## src/rtl/core/tcw_pkg.sv

```systemverilog
// tcw_pkg: shared constants, types and helpers of the text console writer.
// Depends on nothing; used by every module under rtl/core.
package tcw_pkg;

  localparam int COLUMNS = 80;
  localparam int ROWS    = 25;
  localparam int CELLS   = ROWS * COLUMNS;
  localparam int ADDR_W  = $clog2(CELLS);
  localparam int CNT_W   = $clog2(CELLS + 1);

  localparam int FUNC_W = 2;
  localparam int CHAR_W = 8;
  localparam int ROW_W  = 5;
  localparam int COL_W  = 7;
  localparam int OFF_W  = 11;
  localparam int CELL_W = 16;
  localparam int ATTR_W = 8;

  localparam int APB_ADDR_W = 3;
  localparam int APB_DATA_W = 32;
  localparam int REG_IDX_BIT = 2;
  localparam logic REG_TEXT_ATTRIBUTE = 1'b0;
  localparam logic [ATTR_W-1:0] ATTR_RESET = 8'h0F;

  localparam logic [FUNC_W-1:0] FN_WRITE  = 2'd0;
  localparam logic [FUNC_W-1:0] FN_CLEAR  = 2'd1;
  localparam logic [FUNC_W-1:0] FN_SETPOS = 2'd2;
  localparam logic [FUNC_W-1:0] FN_READ   = 2'd3;

  localparam logic [CHAR_W-1:0] CH_BS    = 8'h08;
  localparam logic [CHAR_W-1:0] CH_TAB   = 8'h09;
  localparam logic [CHAR_W-1:0] CH_NL    = 8'h0A;
  localparam logic [CHAR_W-1:0] CH_BLANK = 8'h20;
  localparam int TAB_STEP = 8;

  typedef enum logic [2:0] {
    OP_PUT, OP_BS, OP_TAB, OP_NL, OP_CLEAR, OP_SETPOS, OP_READ, OP_REPORT
  } op_t;

  typedef struct packed {
    op_t               op;
    logic [CHAR_W-1:0] code;
    logic [ROW_W-1:0]  row;
    logic [COL_W-1:0]  col;
  } cmd_t;

  typedef struct packed {
    logic init_busy;
    logic busy;
  } status_t;

  function automatic logic [OFF_W-1:0] cell_offset(input logic [ROW_W-1:0] row,
                                                   input logic [COL_W-1:0] col);
    logic [OFF_W-1:0] r;
    r = OFF_W'(row) * OFF_W'(COLUMNS) + OFF_W'(col);
    return r;
  endfunction

endpackage

```

## src/rtl/core/tcw_front.sv

```systemverilog
// tcw_front: accepts input words, decodes them into console commands.
// Depends on tcw_pkg; feeds tcw_cmd_fifo.
module tcw_front (
  input  logic                          clk,
  input  logic                          rst,
  input  logic                          push,
  output logic                          full,
  input  logic [tcw_pkg::FUNC_W-1:0]    func,
  input  logic [tcw_pkg::CHAR_W-1:0]    char_code,
  input  logic [tcw_pkg::ROW_W-1:0]     target_row,
  input  logic [tcw_pkg::COL_W-1:0]     target_col,
  input  logic                          init_busy,
  input  logic                          q_full,
  output logic                          q_push,
  output tcw_pkg::cmd_t                 q_cmd
);

  tcw_pkg::cmd_t cls;
  tcw_pkg::cmd_t stage_cmd;
  logic          stage_valid;
  logic          in_range;
  logic          accept;

  assign in_range = ({1'b0, target_row} < (tcw_pkg::ROW_W + 1)'(tcw_pkg::ROWS)) &&
                    ({1'b0, target_col} < (tcw_pkg::COL_W + 1)'(tcw_pkg::COLUMNS));

  always_comb begin
    cls.code = char_code;
    cls.row  = target_row;
    cls.col  = target_col;
    unique case (func)
      tcw_pkg::FN_WRITE: begin
        if (char_code == tcw_pkg::CH_BS) cls.op = tcw_pkg::OP_BS;
        else if (char_code == tcw_pkg::CH_TAB) cls.op = tcw_pkg::OP_TAB;
        else if (char_code == tcw_pkg::CH_NL) cls.op = tcw_pkg::OP_NL;
        else cls.op = tcw_pkg::OP_PUT;
      end
      tcw_pkg::FN_CLEAR:  cls.op = tcw_pkg::OP_CLEAR;
      tcw_pkg::FN_SETPOS: cls.op = in_range ? tcw_pkg::OP_SETPOS : tcw_pkg::OP_REPORT;
      default:            cls.op = in_range ? tcw_pkg::OP_READ : tcw_pkg::OP_REPORT;
    endcase
  end

  assign full   = init_busy || (stage_valid && q_full);
  assign accept = push && !full;
  assign q_push = stage_valid && !q_full;
  assign q_cmd  = stage_cmd;

  always_ff @(posedge clk) begin
    if (rst) begin
      stage_valid <= 1'b0;
    end else if (accept) begin
      stage_valid <= 1'b1;
    end else if (q_push) begin
      stage_valid <= 1'b0;
    end
  end

  always_ff @(posedge clk) begin
    if (accept) begin
      stage_cmd <= cls;
    end
  end

endmodule

```

## config.mk

```make
export PLATFORM = sky130hd
export DESIGN_NAME = tcw_front
export DESIGN_NICKNAME = d
export VERILOG_FILES = /design/src/rtl/core/tcw_pkg.sv /design/src/rtl/core/tcw_front.sv
export SDC_FILE = /design/constraint.sdc
export NUM_CORES = 1
export LEC_CHECK = 0
export BUFFER_PORTS_ARGS = -buffer_cell sky130_fd_sc_hd__buf_2
export CAP_MARGIN = 20
export CORE_MARGIN = 5
export CORE_UTILIZATION = 41
export DETAILED_ROUTE_END_ITERATION = 7
export GPL_TIMING_DRIVEN = 0
export PLACE_DENSITY_LB_ADDON = 0.08
export REMOVE_ABC_BUFFERS = 1
export SYNTH_ARGS = -nofsm -noshare
export SYNTH_HDL_FRONTEND = slang
export SYNTH_SLANG_ARGS = --single-unit
```

## constraint.sdc

```tcl
create_clock -name clk -period 1.99 [get_ports clk]
set_input_delay 0.0995 -clock clk [delete_from_list [all_inputs] [get_ports clk]]
set_output_delay 0.0995 -clock clk [all_outputs]
set_load 0.05 [all_outputs]
```

* After elaboration in Yosys (flattened, before gate mapping) *
Cells that the tools add are included.

storage, ports and cells
  output and inout port bits = 25
  word-level logic and storage cells = 29
  bits of input ports = 27
  register bits = 24

cells by class
  magnitude comparators = 2
  mux-type cells = 8
  reduce and logical (&&, ||, !) cells = 9
  equality and inequality tests = 5

operators with widths
  cell                                               count
  == test 8 x 4 -> 1 bit, second input constant      3
  one-hot mux 3 bit (3 select lines)                 1
  2-to-1 mux 2 bit                                   4
  less-than comparator 7 bit, second input constant  1
  less-than comparator 5 bit, second input constant  1
  logical AND 1 bit                                  4
  2-to-1 mux 1 bit                                   3
  == test 2 x 1 -> 1 bit, second input constant      1
  == test 2 bit, second input constant               1
  zero test 1 bit                                    2
  zero test 2 bit                                    1
  nonzero test 2 bit                                 1
  logical OR 1 bit                                   1

* Logic depth before layout (Yosys ltp) *
Gate-level depths: netlist of the first run.

  word-level depth = 5
  mapped depth = 3
  depth with buffers taken out = 3

* Worst setup path after synthesis of the first run *
Ideal clock, no wire load.

  path kind = register to register
  start point = register stage_valid
  end point = register stage_cmd, in the netlist q_cmd[0], enable pin
  arrival = 1783 ps
  path slack = -196 ps
  stages on the path, launching flop included = 4
  setup time = 403 ps
  clock period less this slack = 2186 ps
  path buffers = 0
  required time = 1587 ps
  cells stage by stage = dfxtp_1 nand2_1 nand2b_1 nor2_1

between the ends
  cells in the longest elaborated chain, start to end = 4

RTL lines
  element                 RTL line         RTL
  start, declared         tcw_front.sv:20  logic stage_valid;
  start signal, assigned  tcw_front.sv:51  stage_valid <= 1'b0;
  start signal, assigned  tcw_front.sv:53  stage_valid <= 1'b1;
  start signal, assigned  tcw_front.sv:55  stage_valid <= 1'b0;
  logical AND 1 bit       tcw_front.sv:44  assign full = init_busy || (stage_valid && q_full);
  logical OR 1 bit        tcw_front.sv:44
  via full                tcw_front.sv:7   output logic full,
  zero test 1 bit         tcw_front.sv:45  assign accept = push && !full;
  logical AND 1 bit       tcw_front.sv:45
  via accept              tcw_front.sv:22  logic accept;
  end signal, assigned    tcw_front.sv:61  stage_cmd <= cls;
  end, declared           tcw_front.sv:19  tcw_pkg::cmd_t stage_cmd;

The timed path passes the listed nets, and every way through them passes these cells.
A chain may end at the register's enable or synchronous reset.

* Worst setup path in the final report of the first run *
  start point = register stage_valid
  end point = register stage_cmd, in the netlist q_cmd[15], enable pin

between the ends
  cells in the longest elaborated chain, start to end = 4

RTL lines
  element            RTL line
  logical AND 1 bit  tcw_front.sv:44
  logical OR 1 bit   tcw_front.sv:44
  zero test 1 bit    tcw_front.sv:45
  logical AND 1 bit  tcw_front.sv:45
  via accept         tcw_front.sv:22

The timed path passes the listed nets, and every way through them passes these cells.

==> results.yml, run 1 <==
run_status:
  status: "finished clean"
hold_path:
  hold_class: "input port to flop"
  holdPathStages: 1
route:
  route.met2.wl_mm: 1.12
  m1WireLength_um: 693
  drtPass1Iterations: 3
  vias_per_cell: 4.45
  drtIter0Drc: 5
  top_layer: "met4"
  drc: 0
  route.met3.wl_um: 152
  wl_mm: 1.98
  wire_per_inst_um: 13.4
  vias: 654
  ant_nets: 0
layout:
  fillers: 159
  drive_above_1_share_pct: 49.2
  area_growth_pct: 63.1
  nets: 148
  diodes: 0
critical_path:
  critical_path_cell_count: 4
  reg2reg_slack_ps: 490
  arrival_ps: 1530
  crit_slowest_cell: "nor2_2"
  path_delay_family: "simple AND/OR/NAND/NOR gates"
  path_buf_inv: 1
  worstPathRequired_ps: 2020
  crit_path_start_kind: "flop"
  path_cells: "nand2_1 > nand2b_1 > nor2_2 > buf_8"
  path_class: "flop to flop"
  r2r_cells: 4
  crit_path_end_kind: "flop"
  cp_max_fo: 13
  slowest_delay_ps: 490
clock_network:
  cts_setup_buffers: 0
  cts_num_sinks: 24
  numCtsBuffers: 3
  cts_resized: 0
  clockBufferDepth: 2
  ctsHoldBuffers: 20
  root_buffer: "clkbuf_4"
  clock_latency_ps: 300
  htree_levels: 1
  clk_pin_slew_ps: 120
  cts_tree: "done"
place:
  place_congestion: 0.738
  place_ws_ps: 519
  port_buffers: 51
die:
  dieArea_um2: 3070
  start_util_pct: 43.0
  rows: 16
  io_pins: 52
  coreArea_um2: 1960
  die_w_um: 55.4
  die_y_um: 55.4
global_route:
  grt_overflow: 0
  grt_start_max_net_pins: 14
  antenna_found_initial: 0
  grt_pass1_wl_mm: 3.31
  grt_pass1_vias: 736
  grtUsageTotal_pct: 13.9
yosys:
  yosysTopAreaCell: "edfxtp_1"
  syn_area_um2: 845
  syn_area_per_cell_um2: 19.2
  synth_top_cell_area_share_pct: 81.8
  synth_cells: 44
  ys_seq_area_share_pct: 84.1
  ys_ff_latch: 24
  ys_types: 17
  synth_warnings: 0
  synth.area.top_cells: "edfxtp_1 82%, dfxtp_1 2.4%, o311ai_2 1.9%"
sta:
  slew_headroom_pct: 58.6
  finalHoldViolCount: 0
  holdWs_ps: 13.8
  worst_pin_slew_ps: 620
  setup_ws_ps: 493
  fin_crit_ps: 1500
  setup_violations: 0
  fin_skew_ps: 0.708
  rsz0062_at_grt: "false"
  max_freq_ghz: 0.668
  period_share_pct: 75.2
  final_max_slew_viol_count: 0
power:
  p_leak_nw: 0.582
  powerDensity_nw_per_um2: 714
  ir_worst_vdd_mv: 0.544
run:
  maxCapViolCount: 0
-- area by class of cell --
| cell class | instances | area, um^2 | share of cell area [%] |
|---|---|---|---|
| inverter | 2 | 7.51 | 0.545 |
| sequential | 24 | 711 | 51.6 |
| timing repair buffer | 72 | 470 | 34.2 |
| clock buffer | 3 | 22.5 | 1.63 |
| multi-input combinational | 18 | 129 | 9.36 |
| tap | 27 | 33.8 | 2.45 |
| clock inverter | 1 | 3.75 | 0.272 |
-- metrics by stage --
step / setup TNS, ps / utilization, % / instances / instance area [um^2] / power, mW
after floorplan: -4510 / - / 44 / 845 / 0.699
after global placement: -3540 / 57.8 / 122 / 1130 / 0.753
after detailed placement: 0 / 58.7 / 123 / 1150 / 0.759
after CTS: 0 / 70.2 / 147 / 1380 / 0.988
after global routing: 0 / 70.2 / 147 / 1380 / 1.02
final: 0 / 70.2 / 147 / 1380 / 0.983
-- final timing paths --
| kind | startpoint | endpoint |
|---|---|---|
| setup / recovery | stage_valid$_SDFFE_PP0P_ | q_cmd[15]$_DFFE_PP_ |
| hold / removal | char_code[0] | q_cmd[12]$_DFFE_PP_ |
| setup reg to reg | stage_valid$_SDFFE_PP0P_ | q_cmd[15]$_DFFE_PP_ |
| hold reg to reg | stage_valid$_SDFFE_PP0P_ | stage_valid$_SDFFE_PP0P_ |
-- cells in the mapped netlist (all sizes together) --
| cell | count |
|---|---|
| or3 | 1 |
| o211ai | 1 |
| a21oi | 3 |
| o311ai | 1 |
| nor2 | 1 |
| nor2b | 1 |
| xnor2 | 1 |
| nor4b | 1 |
| inv | 2 |
| nand2b | 2 |
| nand4 | 1 |
| o211a | 1 |
| dfxtp | 1 |
| or2 | 1 |
| nand2 | 2 |
| edfxtp | 23 |
| nor3 | 1 |
-- layer usage --
| layer | vias up | global-route usage [%] |
|---|---|---|
| li1 | 323 | - |
| met1 | 300 | 13.4 |
| met2 | 29 | 27.4 |
| met5 | - | 0 |
| met4 | 0 | 5.21 |
| met3 | 2 | 3.96 |
-- where the power goes --
| part | total (mW) | switching, mW | internal [mW] |
|---|---|---|---|
| Combinational | 0.193 | 0.122 | 0.0713 |
| Clock | 0.205 | 0.132 | 0.0731 |
| Sequential | 0.584 | 0.00486 | 0.580 |
| Total | 0.983 | 0.259 | 0.724 |
-- placed cells by master (no fill, tap or decap), types with 2 or more instances in the layout --
cell type	netlist	final
a21oi_1	3	3
buf_2	0	51
clkbuf_4	0	3
dlygate4sd3_1	0	20
edfxtp_1	23	23
inv_1	2	2
nand2_1	2	2
nand2b_1	2	2
-- cell families after synthesis --
kind of cell / after synthesis / share of synthesized area [%]
AOI/OAI and AO/OA: 6 / 5.78
xor gates and xnor gates: 1 / 1.04
buffers and inverters: 2 / 0.889
DFF: 24 / 84.1
and+or+nand+nor: 11 / 8.15
-- registers in the layout (all words and copies together), names as in the netlist --
register	flops
q_cmd	23
stage_valid	1
Note: power is estimated with default switching activity, not from simulation.
==> run 2, diff against run 1 <==
clock period = 1.4 ns   (was 1.99 ns; I/O delays follow)
==> results.yml, run 2 (synthesis gave the netlist of run 1 again) <==
clock_network:
  clockBufferDepth: 2
  clk_pin_slew_ps: 120
  root_buffer: "clkbuf_4"
  cts_num_sinks: 24
  htree_levels: 1
  cts_tree: "done"
  clock_latency_ps: 300
  numCtsBuffers: 3
power:
  ir_worst_vdd_mv: 0.776
  p_leak_nw: 0.607
  powerDensity_nw_per_um2: 991
hold_path:
  min_from: "push"
  holdPathStages: 3
  whs_endpoint: "stage_valid$_SDFFE_PP0P_"
  hold_class: "input port to flop"
critical_path:
  path_buf_inv: 2
  crit-reg2reg-launch: "stage_valid$_SDFFE_PP0P_"
  critical_path_cell_count: 5
  crit_slowest_cell: "dlygate4sd3_1"
  path_cells: "dlygate4sd3_1 > buf_2 > or3_1 > nand4_1 > o311ai_2"
  crit_path_start_kind: "input port"
  path_delay_family: "buffers and inverters"
  path_class: "input port to flop"
  crit_path_end_kind: "flop"
  arrival_ps: 1350
  slowest_delay_ps: 530
  reg2reg_slack_ps: 230
  worstPathRequired_ps: 1450
  r2r_end: "q_cmd[15]$_DFFE_PP_"
  crit_start: "target_row[2]"
  r2r_cells: 4
  cp_max_fo: 2
layout:
  diodes: 0
  final_cell_mix: "51 x buf_2, 23 x edfxtp_1, 21 x dlygate4sd3_1, 4 x buf_4"
  largest_register_ffs: 23
  drive_above_1_share_pct: 50.4
  area_growth_pct: 68.4
  final_common_cell: "buf_2"
  fillers: 152
  fin_util_pct: 72.5
  nets: 153
route:
  drtIter0Drc: 10
  wl_mm: 2.05
  drc: 0
  vias: 673
  wire_per_inst_um: 13.5
  vias_per_cell: 4.43
  ant_nets: 0
  drtPass1Iterations: 4
global_route:
  grt_pass1_vias: 740
  grt_overflow: 0
  grt_start_max_net_pins: 14
  antenna_found_initial: 0
  grtUsageTotal_pct: 14.3
  grt_pass1_wl_mm: 3.39
die:
  dieArea_um2: 3070
  io_pins: 52
  rows: 16
  die_w_um: 55.4
  die_y_um: 55.4
  start_util_pct: 43.0
  coreArea_um2: 1960
run:
  maxCapViolCount: 0
sta:
  setup_violations: 0
  worst_pin_slew_ps: 259
  rsz0062_at_grt: "false"
  max_freq_ghz: 0.773
  setup_tns_ps: 0
  fin_crit_ps: 1290
  slew_headroom_pct: 82.9
  finalHoldViolCount: 0
  fin_skew_ps: 0.687
  period_share_pct: 92.5
  final_max_slew_viol_count: 0
place:
  port_buffers: 51
  place_congestion: 0.738
run_status:
  status: "finished clean"
-- run 2: cell count changes in the layout (fill, tap and decap cells not counted), sizes merged --
cell         delta
buf             +4
dlygate4sd3     +1
-- run 2: worst max path at each step --
stage	endpoint
detailed placement	q_cmd[6]$_DFFE_PP_
finish	q_cmd[21]$_DFFE_PP_
global route	q_cmd[20]$_DFFE_PP_
CTS	q_cmd[14]$_DFFE_PP_
floorplan	q_cmd[0]$_DFFE_PP_
global placement	q_cmd[4]$_DFFE_PP_
-- run 2: report_power, final --
| group | internal [mW] | switching [mW] | leakage, nW | total, mW |
|---|---|---|---|---|
| sequential | 0.824 | 0.00691 | 0.223 | 0.831 |
| clock | 0.104 | 0.186 | 0.0154 | 0.290 |
| combinational | 0.111 | 0.177 | 0.369 | 0.289 |
| total | 1.04 | 0.370 | 0.607 | 1.41 |
-- run 2: stage by stage --
step | power [mW] | area (um^2) | instances | hold slack (ps) | worst slack [ps]
4_1_cts | 1.41 | 1390 | 148 | 10.6 | 97.0
3_3_place_gp | 1.07 | 1130 | 122 | 224 | -744
3_5_place_dp | 1.08 | 1150 | 123 | 230 | -71.2
5_1_grt | 1.47 | 1420 | 152 | 54.4 | 66.0
2_1_floorplan | 0.994 | 845 | 44 | 139 | -786
6_report | 1.41 | 1420 | 152 | 51.0 | 106
-- run 2: cell type report --
| class | instances | area, um^2 | area share [%] |
|---|---|---|---|
| Multi-Input combinational cell | 18 | 134 | 9.41 |
| Timing Repair Buffer | 77 | 510 | 35.9 |
| Sequential cell | 24 | 711 | 50.0 |
| Clock inverter | 1 | 3.75 | 0.264 |
| Clock buffer | 3 | 22.5 | 1.58 |
| Inverter | 2 | 7.51 | 0.528 |
| Tap cell | 27 | 33.8 | 2.37 |
-- run 2: layer usage --
metal / global-route usage, % / wire length [um]
met5: 0 / 0
met2: 28.5 / 1200
met1: 13.4 / 677
met4: 5.21 / 13
met3: 4.20 / 165
-- run 2: worst reg2reg max path, cell delays in order (launching register included) --
cell and delay [ps]:
dfxtp_1 330, nand2_1 90, nand2b_1 110, nor2_4 190
buf_8 180
-- run 2: what timing repair did --
action                                 in CTS  in global routing
setup endpoints to repair                  13                  2
hold buffers                               21                  0
resized for setup                           1                  0
endpoints found under the hold margin      21                  0
pin swaps                                   0                  1
buffers inserted                            0                  4
