`src/rtl/core/tcw_pkg.sv`:
```
// tcw_pkg: shared constants, types and helpers of the text console writer.
// Depends on nothing; used by every module under rtl/core.
package tcw_pkg;

  localparam int COLUMNS = 80;
  localparam int ROWS    = 25;
  localparam int CELLS   = ROWS * COLUMNS;
  localparam int ADDR_W  = $clog2(CELLS);
  localparam int CNT_W   = $clog2(CELLS + 1);

  localparam int FUNC_W = 2;
  localparam int CHAR_W = 8;
  localparam int ROW_W  = 5;
  localparam int COL_W  = 7;
  localparam int OFF_W  = 11;
  localparam int CELL_W = 16;
  localparam int ATTR_W = 8;

  localparam int APB_ADDR_W = 3;
  localparam int APB_DATA_W = 32;
  localparam int REG_IDX_BIT = 2;
  localparam logic REG_TEXT_ATTRIBUTE = 1'b0;
  localparam logic [ATTR_W-1:0] ATTR_RESET = 8'h0F;

  localparam logic [FUNC_W-1:0] FN_WRITE  = 2'd0;
  localparam logic [FUNC_W-1:0] FN_CLEAR  = 2'd1;
  localparam logic [FUNC_W-1:0] FN_SETPOS = 2'd2;
  localparam logic [FUNC_W-1:0] FN_READ   = 2'd3;

  localparam logic [CHAR_W-1:0] CH_BS    = 8'h08;
  localparam logic [CHAR_W-1:0] CH_TAB   = 8'h09;
  localparam logic [CHAR_W-1:0] CH_NL    = 8'h0A;
  localparam logic [CHAR_W-1:0] CH_BLANK = 8'h20;
  localparam int TAB_STEP = 8;

  typedef enum logic [2:0] {
    OP_PUT, OP_BS, OP_TAB, OP_NL, OP_CLEAR, OP_SETPOS, OP_READ, OP_REPORT
  } op_t;

  typedef struct packed {
    op_t               op;
    logic [CHAR_W-1:0] code;
    logic [ROW_W-1:0]  row;
    logic [COL_W-1:0]  col;
  } cmd_t;

  typedef struct packed {
    logic init_busy;
    logic busy;
  } status_t;

  function automatic logic [OFF_W-1:0] cell_offset(input logic [ROW_W-1:0] row,
                                                   input logic [COL_W-1:0] col);
    logic [OFF_W-1:0] r;
    r = OFF_W'(row) * OFF_W'(COLUMNS) + OFF_W'(col);
    return r;
  endfunction

endpackage

```
`src/rtl/core/tcw_cmd_fifo.sv`:
```
// tcw_cmd_fifo: two-entry command queue between front and back.
// Depends on tcw_pkg for the command type.
module tcw_cmd_fifo (
  input  logic          clk,
  input  logic          rst,
  input  logic          push,
  output logic          full,
  input  tcw_pkg::cmd_t wr_cmd,
  input  logic          pop,
  output logic          empty,
  output tcw_pkg::cmd_t rd_cmd
);

  tcw_pkg::cmd_t entries [2];
  logic          wr_ptr;
  logic          rd_ptr;
  logic [1:0]    count;
  logic          do_push;
  logic          do_pop;

  assign full    = (count == 2'd2);
  assign empty   = (count == 2'd0);
  assign do_push = push && !full;
  assign do_pop  = pop && !empty;
  assign rd_cmd  = entries[rd_ptr];

  always_ff @(posedge clk) begin
    if (rst) begin
      wr_ptr <= 1'b0;
      rd_ptr <= 1'b0;
      count  <= 2'd0;
    end else begin
      if (do_push) wr_ptr <= ~wr_ptr;
      if (do_pop) rd_ptr <= ~rd_ptr;
      if (do_push && !do_pop) count <= count + 2'd1;
      else if (do_pop && !do_push) count <= count - 2'd1;
    end
  end

  always_ff @(posedge clk) begin
    if (do_push) begin
      entries[wr_ptr] <= wr_cmd;
    end
  end

endmodule

```
`config.mk`:
```
export PLATFORM = sky130hd
export DESIGN_NAME = tcw_cmd_fifo
export DESIGN_NICKNAME = d
export VERILOG_FILES = /design/src/rtl/core/tcw_pkg.sv /design/src/rtl/core/tcw_cmd_fifo.sv
export SDC_FILE = /design/constraint.sdc
export NUM_CORES = 1
export LEC_CHECK = 0
export BUFFER_PORTS_ARGS = -buffer_cell sky130_fd_sc_hd__buf_2
export CAP_MARGIN = 10
export CORE_MARGIN = 3
export CORE_UTILIZATION = 50
export CTS_CLUSTER_SIZE = 24
export DETAILED_ROUTE_END_ITERATION = 6
export GPL_ROUTABILITY_DRIVEN = 1
export PLACE_DENSITY_LB_ADDON = 0.1
export RECOVER_POWER = 25
export SYNTH_ARGS = -nofsm -noshare
export SYNTH_HDL_FRONTEND = slang
export SYNTH_SLANG_ARGS = --single-unit
```
`constraint.sdc`:
```
create_clock -name clk -period 2.1 [get_ports clk]
set_input_delay 0.105 -clock clk [delete_from_list [all_inputs] [get_ports clk]]
set_output_delay 0.105 -clock clk [all_outputs]
set_load 0.01 [all_outputs]
```
* After elaboration in Yosys (flattened, before gate mapping)
Memory sizes are Yosys's and may differ from the RTL's. A register that Yosys moved wholly into a read port is not among the register bits.
Index checks and enable logic that the tools add are counted.
** Storage, ports and cells
- Output and inout port bits :: 25
- Flip-flop bits (word level) :: 4
- Logic and storage cells :: 25
- Memories kept :: 1
- Input port bits :: 27
- Bits in writable memories :: 46
** Memory list
- entries :: words 2, bits a word 23, rd ports 1, clocked after Yosys merged registers in 1, wr ports 1, line tcw_cmd_fifo.sv:14 : tcw_pkg::cmd_t entries [2];
** Cells by class
- Reduce and logical (&&, ||, !) cells :: 10
- Muxes and demuxes :: 6
- Add/subtract/negate cells :: 2
- Bitwise logic cells :: 2
- Equality and inequality tests :: 1
** Operators by type and width (number)
- $logic_and A1 B1 Y1 :: 4
- $logic_not A1 Y1 :: 4
- $mux W1 :: 4
- $mux W2 :: 2
- $add A2 B1 Y2 const B :: 1
- $eq A2 B2 Y1 const B :: 1
- $logic_not A2 Y1 :: 1
- $not A1 Y1 :: 2
- $reduce_bool A2 Y1 :: 1
- $sub A2 B1 Y2 const B :: 1

* Logic depth before layout (Yosys ltp)
Gate-level depths: netlist of the first run.
- Depth after elaboration :: 7
- Depth in mapped cells :: 6
- Depth with buffers taken out :: 6

* Worst setup path after synthesis of the first run
Ideal clock, no wire load.
- Path kind :: register to register
- Start point :: reg count[1]
- End point :: mem entries[0][0] (netlist name) (enable)
- Library setup time :: 0.378 ns
- Path buffers :: 0
- Required time :: 1.722 ns
- Slack :: 0.432 ns
- Clock period less this slack :: 1.668 ns
- Arrival time :: 1.290 ns
- Stages on the path, launching flop included :: 4
- Path through :: dfxtp_1 -> nor2b_2 -> or3_1 -> inv_1
** Between the ends
- Longest elaborated chain between the ends :: 5
** RTL lines
- from (decl) :: line tcw_cmd_fifo.sv:17 : logic [1:0] count;
- from (signal assigned) :: line tcw_cmd_fifo.sv:35 : if (do_push && !do_pop) count <= count + 2'd1;
- from (signal assigned) :: line tcw_cmd_fifo.sv:36 : else if (do_pop && !do_push) count <= count - 2'd1;
- $eq A2 B2 Y1 :: line tcw_cmd_fifo.sv:21 : assign full = (count == 2'd2);
- named net full :: line tcw_cmd_fifo.sv:7 : output logic full,
- $logic_not A1 Y1 :: line tcw_cmd_fifo.sv:23 : assign do_push = push && !full;
- $logic_and A1 B1 Y1 :: line tcw_cmd_fifo.sv:23
- $mux W1 :: line tcw_cmd_fifo.sv:41 : if (do_push) begin
- $mux W1 (implied by the code) :: line tcw_cmd_fifo.sv:42 : entries[wr_ptr] <= wr_cmd;
- to (decl) :: line tcw_cmd_fifo.sv:14
The timed path passes the listed nets, and every way through them passes these cells.

==> results by group, run 1 <==
Power and ir drop
  • Worst vdd ir: around 0.00075 V
  • Clk pwr share: 18.9%
  • Sequential power share: 51.5%
  • Switching power: around 0.7 mW
  • Sw Share: 26.9%
  • Total leakage power: between 0.9 and 1 nW
  • Combinational fraction of design power: 29.6%
  • Internal Power: 1.91 mW
  • Power Density: 1040 nW/um^2

STA
  • Slew Limit Fails: 0
  • Least-Margin Pin Slew: between 0.4 and 0.5 ns
  • Final hold violation count: 0
  • Worst slew margin: 71.6%
  • Max Clock Freq: 600 MHz
  • Hold_ws: 0.0414 ns
  • # setup viols final: 0
  • RSZ-0062 raised after global routing: false
  • Setup_tns: 0 ns
  • Final Cycle Share: approximately four fifths
  • Clk_skew: around 0.0027 ns
  • Final min period: 1.67 ns

Setup path
  • Family with the most delay on the worst path: flip-flops
  • Critical path fanouts, max: 16
  • Critical-path cell list: buf_12, mux2_2, buf_2
  • Worst Setup End Kind: output pin
  • Crit path DAT: between 1.5 and 2 ns
  • Worst EP required: 2.00 ns
  • Slowest stage delay, CP: around 0.58 ns
  • WP buf/inv: 2
  • Critical path class: register to output pin
  • Worst setup SP type: register
  • CP max stage cell: dfxtp_1

GRT
  • Vias in the first global route: 1039
  • First-pass GRT wire length: 4380 um
  • Largest net degree at the start of global routing: 17
  • Overall global routing resource usage: 13.6%
  • Antenna violations before repair: 0
  • GRT Residual Overflow: 0

Clock network
  • Root buffer cell: clkbuf_8
  • Worst-skew pair later-pin latency: 0.28 ns
  • Clock Pin Slew Worst Setup and Hold Paths: around 0.080 ns
  • Max clock buf depth: 2
  • Total CTS buffers: 5
  • Cts repair resizes: 0
  • CTS Sinks: 51
  • Htree depth: 2
  • CTS tree: yes

Run
  • Maxcap violations: 0

Synth
  • YS warnings: 0
  • Gate Count Post-Synth: 96
  • Post-synthesis sequential area ratio: approximately four fifths
  • Syn Nets: between 100 and 150
  • Cell variety after synth: 13
  • Syn Std Cell Area: 1870 sq um
  • Yosys reg bits: 51
  • Mean Syn Cell Area: 19.5 sq um

Drt
  • Final ANT Viol Nets: 0
  • DR vias/cell: 4.69
  • 1st-iter DRT viols: 31
  • DRC Markers: 0
  • Drt pass-1 iters: 4
  • Routed WL per cell: between 10 and 15 um
  • Via count: 1045
  • Post-Route WL: 2910 um

Placement
  • Port-buffer cells: between 50 and 60
  • GP Congestion: 0.650
  • Detailed Place HPWL: 1950 um

Finish
  • Layout cells sized above 1: 42.9%
  • Area delta synth->final: 34.5%
  • Fill cell count: 242
  • Antenna cells: 0
  • Layout net count: 204

Floorplanning
  • Die ar.: 4510 sq um
  • I/O Pins: 52
  • Die Ht: 67.1 um
  • Horiz. Die Dim: 67.1 um
  • Rows: 21
  • Core Footprint: 3470 sq um
  • Initial core utilization: between 50% and 60%

Run status
  • Outcome: complete, no violations

Worst hold path
  • Min-Delay Path Class: input pin to register
worst reg2reg max path, cell delays in order, from the launching register on:
cell and delay [ns]:
dfxtp_1 0.34, nor2b_2 0.18, or3_1 0.35, inv_1 0.30, buf_12 0.20
layout make-up:
| cell class | count | area, sq um | share of cell area (%) |
|---|---|---|---|
| inverters | 2 | 7.51 | 0.299 |
| well taps | 46 | 57.6 | 2.29 |
| clock inverters | 2 | 7.51 | 0.299 |
| clock buffers | 6 | 72.6 | 2.89 |
| repair buffers | 75 | 517 | 20.6 |
| multi-input cells | 41 | 369 | 14.7 |
| flip-flops and latches | 51 | 1480 | 59.0 |
state kept, by name, indices dropped and copies added, names as in the netlist, named ones only:
signal and count:
entries 46, count 2, rd_ptr 1, wr_ptr 1
metrics by stage:
step | util [%] | cell area, sq um | power [mW] | setup slack (ns) | std cells
floorplan | - | 1870 | 1.82 | 0.432 | 96
finish | 72.4 | 2510 | 2.62 | 0.433 | 223
CTS | 71.0 | 2460 | 2.65 | 0.390 | 217
global placement | 64.3 | 2230 | 2.11 | 0.499 | 194
detailed placement | 64.3 | 2230 | 2.13 | 0.445 | 194
global route | 72.4 | 2510 | 2.79 | 0.337 | 223
layer usage:
metal | part of all wire, % | global-route usage (%)
met1 | 39 | 13.3
met2 | 54 | 25.5
met3 | 6.2 | 5.23
met4 | 0.62 | 5.32
met5 | 0 | 0
power groups by stage:
stage | clock network, mW | registers (mW) | logic (mW)
final | 0.494 | 1.35 | 0.776
after global routing | 0.566 | 1.36 | 0.857
after CTS | 0.516 | 1.35 | 0.786
after detailed placement | 0 | 1.37 | 0.759
after global placement | 0 | 1.37 | 0.749
after floorplan | 0 | 1.35 | 0.473
synthesized netlist by cell type (all sizes together):
| master | n | area, sq um |
|---|---|---|
| buf | 2 | 10.0 |
| mux2 | 23 | 259 |
| o21ai | 3 | 15.0 |
| inv | 2 | 7.51 |
| a21oi | 2 | 10.0 |
| xor2 | 3 | 26.3 |
| ha | 1 | 12.5 |
| dfxtp | 5 | 100 |
| or3 | 2 | 12.5 |
| and2 | 1 | 6.26 |
| edfxtp | 46 | 1380 |
| nor2 | 5 | 18.8 |
| nor2b | 1 | 8.76 |
path summary, 6_finish.rpt:
kind	from	slack, ns	depth (start not counted)	endpoint
setup reg to reg	count[1]$_SDFFE_PP0P_	0.45	4	entries[0][22]$_DFFE_PP_
hold reg to reg	wr_ptr$_SDFFE_PP0P_	0.51	2	wr_ptr$_SDFFE_PP0P_
setup / recovery	register	0.43	3	rd_cmd[21]
hold / removal	wr_cmd[22]	0.04	1	entries[1][22]$_DFFE_PP_
cell usage in the layout, fill, tap and decap left out:
cell	n
a21oi_1	2
dfxtp_1	5
ha_1	1
dlygate4sd3_1	21
xor2_1	3
or3_1	2
nor2b_2	1
o21ai_0	3
edfxtp_1	46
clkinv_1	2
clkbuf_8	5
and2_1	1
buf_2	44
nor2_1	5
mux2_2	23
buf_12	3
clkbuf_1	8
inv_1	2
cell families (layout without fill, tap and decap cells):
group	after synthesis	count (layout)	share of synthesized area, %
buffers and inverters	4	85	0.938
and+or+nand+nor	9	9	2.48
muxes	23	23	13.9
xor gates and xnor gates	3	3	1.41
AOI/OAI and AO/OA	5	5	1.34
DFF	51	51	79.3
adders and majority gates	1	1	0.670
what timing repair did:
| item | in CTS | in global routing |
|---|---|---|
| endpoints found under the hold margin | 30 | 12 |
| hold buffers | 15 | 6 |
| buffers inserted | 0 | 0 |
Power figures use the tool's default switching activity.
==> inputs of run 2 (changes only) <==
- ABC_AREA: not set -> 1
- clock period: 2.1 -> 1.7 ns (I/O delays scaled with it)
==> run 2 against run 1 <==
Compared with the run above:
- sequential share of layout area is 1.6 points lower
- global-route usage is 2.2 points higher
- core utilization is 0.87 points higher
- register-to-register slack worse by 0.36 ns
- critical path type is now register to register
- largest cell class unchanged
- highest routed layer unchanged
==> results by group, run 2 <==
Run status
  • Outcome: complete, no violations

Clock network
  • Total CTS buffers: 5
  • Root buffer cell: clkbuf_8
  • Cts repair resizes: 0
  • CTS Sinks: between 50 and 60
  • CTS tree: yes
  • Htree depth: 2
  • Post-CTS setup buffers: 0
  • Worst-skew pair later-pin latency: 0.28 ns
  • Clock Pin Slew Worst Setup and Hold Paths: 0.08 ns
  • Max clock buf depth: 2

GRT
  • GRT Residual Overflow: 0
  • Largest net degree at the start of global routing: 16
  • First-pass GRT wire length: just over 5000 um
  • Antenna violations before repair: 0
  • Overall global routing resource usage: 15.8%
  • Vias in the first global route: 1166

Drt
  • DR top layer: met4
  • 1st-iter DRT viols: 55
  • DR vias/cell: 4.77
  • Drt pass-1 iters: 4
  • Met2 wire len: 1760 um
  • Post-Route WL: 3280 um
  • Via count: 1144
  • Wl on met1: approximately 1300 um
  • Detail Route met3 WL: 205 um
  • DRC Markers: 0
  • Final ANT Viol Nets: 0
  • Routed WL per cell: 13.7 um

Placement
  • Port-buffer cells: 51
  • Detailed Place HPWL: 2230 um
  • GP Congestion: 0.630

STA
  • Worst slew margin: 82.0%
  • Final Cycle Share: 95.0%
  • Max Clock Freq: ~620 MHz
  • Setup_tns: 0 ns
  • Slew Limit Fails: 0
  • RSZ-0062 raised after global routing: false
  • Final hold violation count: 0
  • Clk_skew: 0.00548 ns
  • Least-Margin Pin Slew: 0.270 ns
  • # setup viols final: 0
  • Final min period: 1.61 ns

Setup path
  • Critical path fanouts, max: 4
  • Crit path DAT: 1.84 ns
  • Worst setup SP type: register
  • Critical path class: register to register
  • Worst EP required: 1.92 ns
  • Worst Setup End Kind: register

Synth
  • Post-synth EDFFs: 46
  • Post-synthesis sequential area ratio: 77.3%
  • Cell variety after synth: 16
  • Synth top area share: 72.1%
  • Syn Std Cell Area: 1920 sq um
  • Gate Count Post-Synth: 108
  • Async set-reset flop share out of synthesis: 0%
  • Syn Nets: approximately 140
  • Main synth FF type: edfxtp_1
  • Yosys reg bits: 51
  • Most common cell in the netlist: edfxtp_1
  • YS warnings: 0
  • Synth area leaders: edfxtp_1 72%, mux2_2 14%, dfxtp_1 5.2%
  • Mean Syn Cell Area: 17.7 sq um
  • Yosys top cell by area: edfxtp_1
  • Synth cell count leaders: 46 x edfxtp_1, 23 x mux2_2, 9 x nor2_1

Floorplanning
  • I/O Pins: 52
  • Initial core utilization: a little over half
  • Die ar.: 4610 sq um
  • Die Ht: 67.9 um
  • Horiz. Die Dim: 67.9 um
  • Rows: 21
  • Core Footprint: 3520 sq um

Finish
  • Commonest non-fill, non-tap cells in the layout: 46 x edfxtp_1, 42 x buf_2, 23 x mux2_2, 23 x dlygate4sd3_1, 11 x clkbuf_1
  • Finished Core Util: 73.3%
  • Max reg flops: 46
  • Most common cell after layout, fill and taps aside: edfxtp_1
  • Layout cells sized above 1: 42.8%
  • Area delta synth->final: 34.7%
  • Largest Register: entries
  • Antenna cells: 0
  • Layout net count: roughly 220
  • Top flop regs: entries (46), count (2)

Power and ir drop
  • Total leakage power: 0.997 nW
  • Power Density: 1310 nW/um^2
  • Sw Share: 26.8%
  • Combinational fraction of design power: 27.9%
  • Pwr Total: 3.37 mW
  • Sequential power share: a little under 50%
  • Switching power: 0.903 mW
  • Clk pwr share: 22.9%
  • Internal Power: about 2.5 mW
  • Worst vdd ir: 0.000923 V

Run
  • Maxcap violations: 0

Worst hold path
  • Min-Delay Path Class: input pin to register
## run 2: cell count changes in the layout (fill, tap and decap cells not counted), moves of 3 or more
| cell | delta |
|---|---|
| buf_4 | +6 |
| inv_1 | +6 |
| buf_12 | -3 |
| clkbuf_1 | +3 |
| nand2_1 | +3 |
| xor2_1 | -3 |
## run 2: per-stage QoR
step | hold WS (ns) | instance area (sq um) | instances | setup WS [ns]
final | 0.0889 | 2580 | 240 | 0.0855
after CTS | 0.000718 | 2580 | 239 | 0.0990
after global placement | 0.273 | 2260 | 209 | 0.299
after detailed placement | 0.277 | 2260 | 209 | 0.130
after global routing | 0.0927 | 2580 | 240 | 0.00322
after floorplan | 0.184 | 1920 | 108 | -0.224
## run 2: area by class of cell
class | instances | area [sq um]
Timing Repair Buffer | 80 | 519
Fill cell | 245 | 940
Tap cell | 46 | 57.6
Sequential cell | 51 | 1480
Clock buffer | 7 | 76.3
Multi-Input combinational cell | 46 | 383
Inverter | 9 | 33.8
Clock inverter | 1 | 30.0
## run 2: path summary, 6_finish.rpt
path | start | endpoint | slack, ns | depth (start not counted)
max | count[1]$_SDFFE_PP0P_ | count[1]$_SDFFE_PP0P_ | 0.09 | 9
min reg2reg | wr_ptr$_SDFFE_PP0P_ | wr_ptr$_SDFFE_PP0P_ | 0.53 | 2
max reg2reg | count[1]$_SDFFE_PP0P_ | count[1]$_SDFFE_PP0P_ | 0.09 | 9
min | rst | count[1]$_SDFFE_PP0P_ | 0.09 | 4
## run 2: routing by layer
layer	up-vias	track usage [%]
li1	567	-
met1	533	17.0
met3	5	4.43
met4	0	7.44
met5	-	0
met2	39	28.6
## run 2: kinds of logic after synthesis
kind of cell	after synthesis	synth area share, %
DFF	51	77.3
muxes	23	13.5
adders and majority gates	1	0.653
AOI/OAI and AO/OA	6	1.96
and+or+nand+nor	16	3.59
buffers and inverters	11	2.94
## run 2: power by group through the flow
stage	Combinational, mW	Clock [mW]	Sequential [mW]
6_report	0.940	0.773	1.66
3_3_place_gp	0.873	0	1.67
5_1_grt	1.04	0.853	1.68
2_1_floorplan	0.576	0	1.68
4_1_cts	0.957	0.800	1.66
3_5_place_dp	0.909	0	1.69
## run 2: worst max-delay path: stages, from the launching register on
cell,delay (ns)
dfxtp_1,0.41
inv_1,0.11
o21ai_2,0.21
inv_1,0.10
ha_1,0.34
inv_1,0.10
nand3_1,0.09
nand2_1,0.06
inv_1,0.04
nor2_1,0.09
## run 2: repair_timing
action                                  in CTS  in global routing
endpoints found under the setup margin       0                  0
endpoints found under the hold margin       44                  2
hold buffers                                22                  1
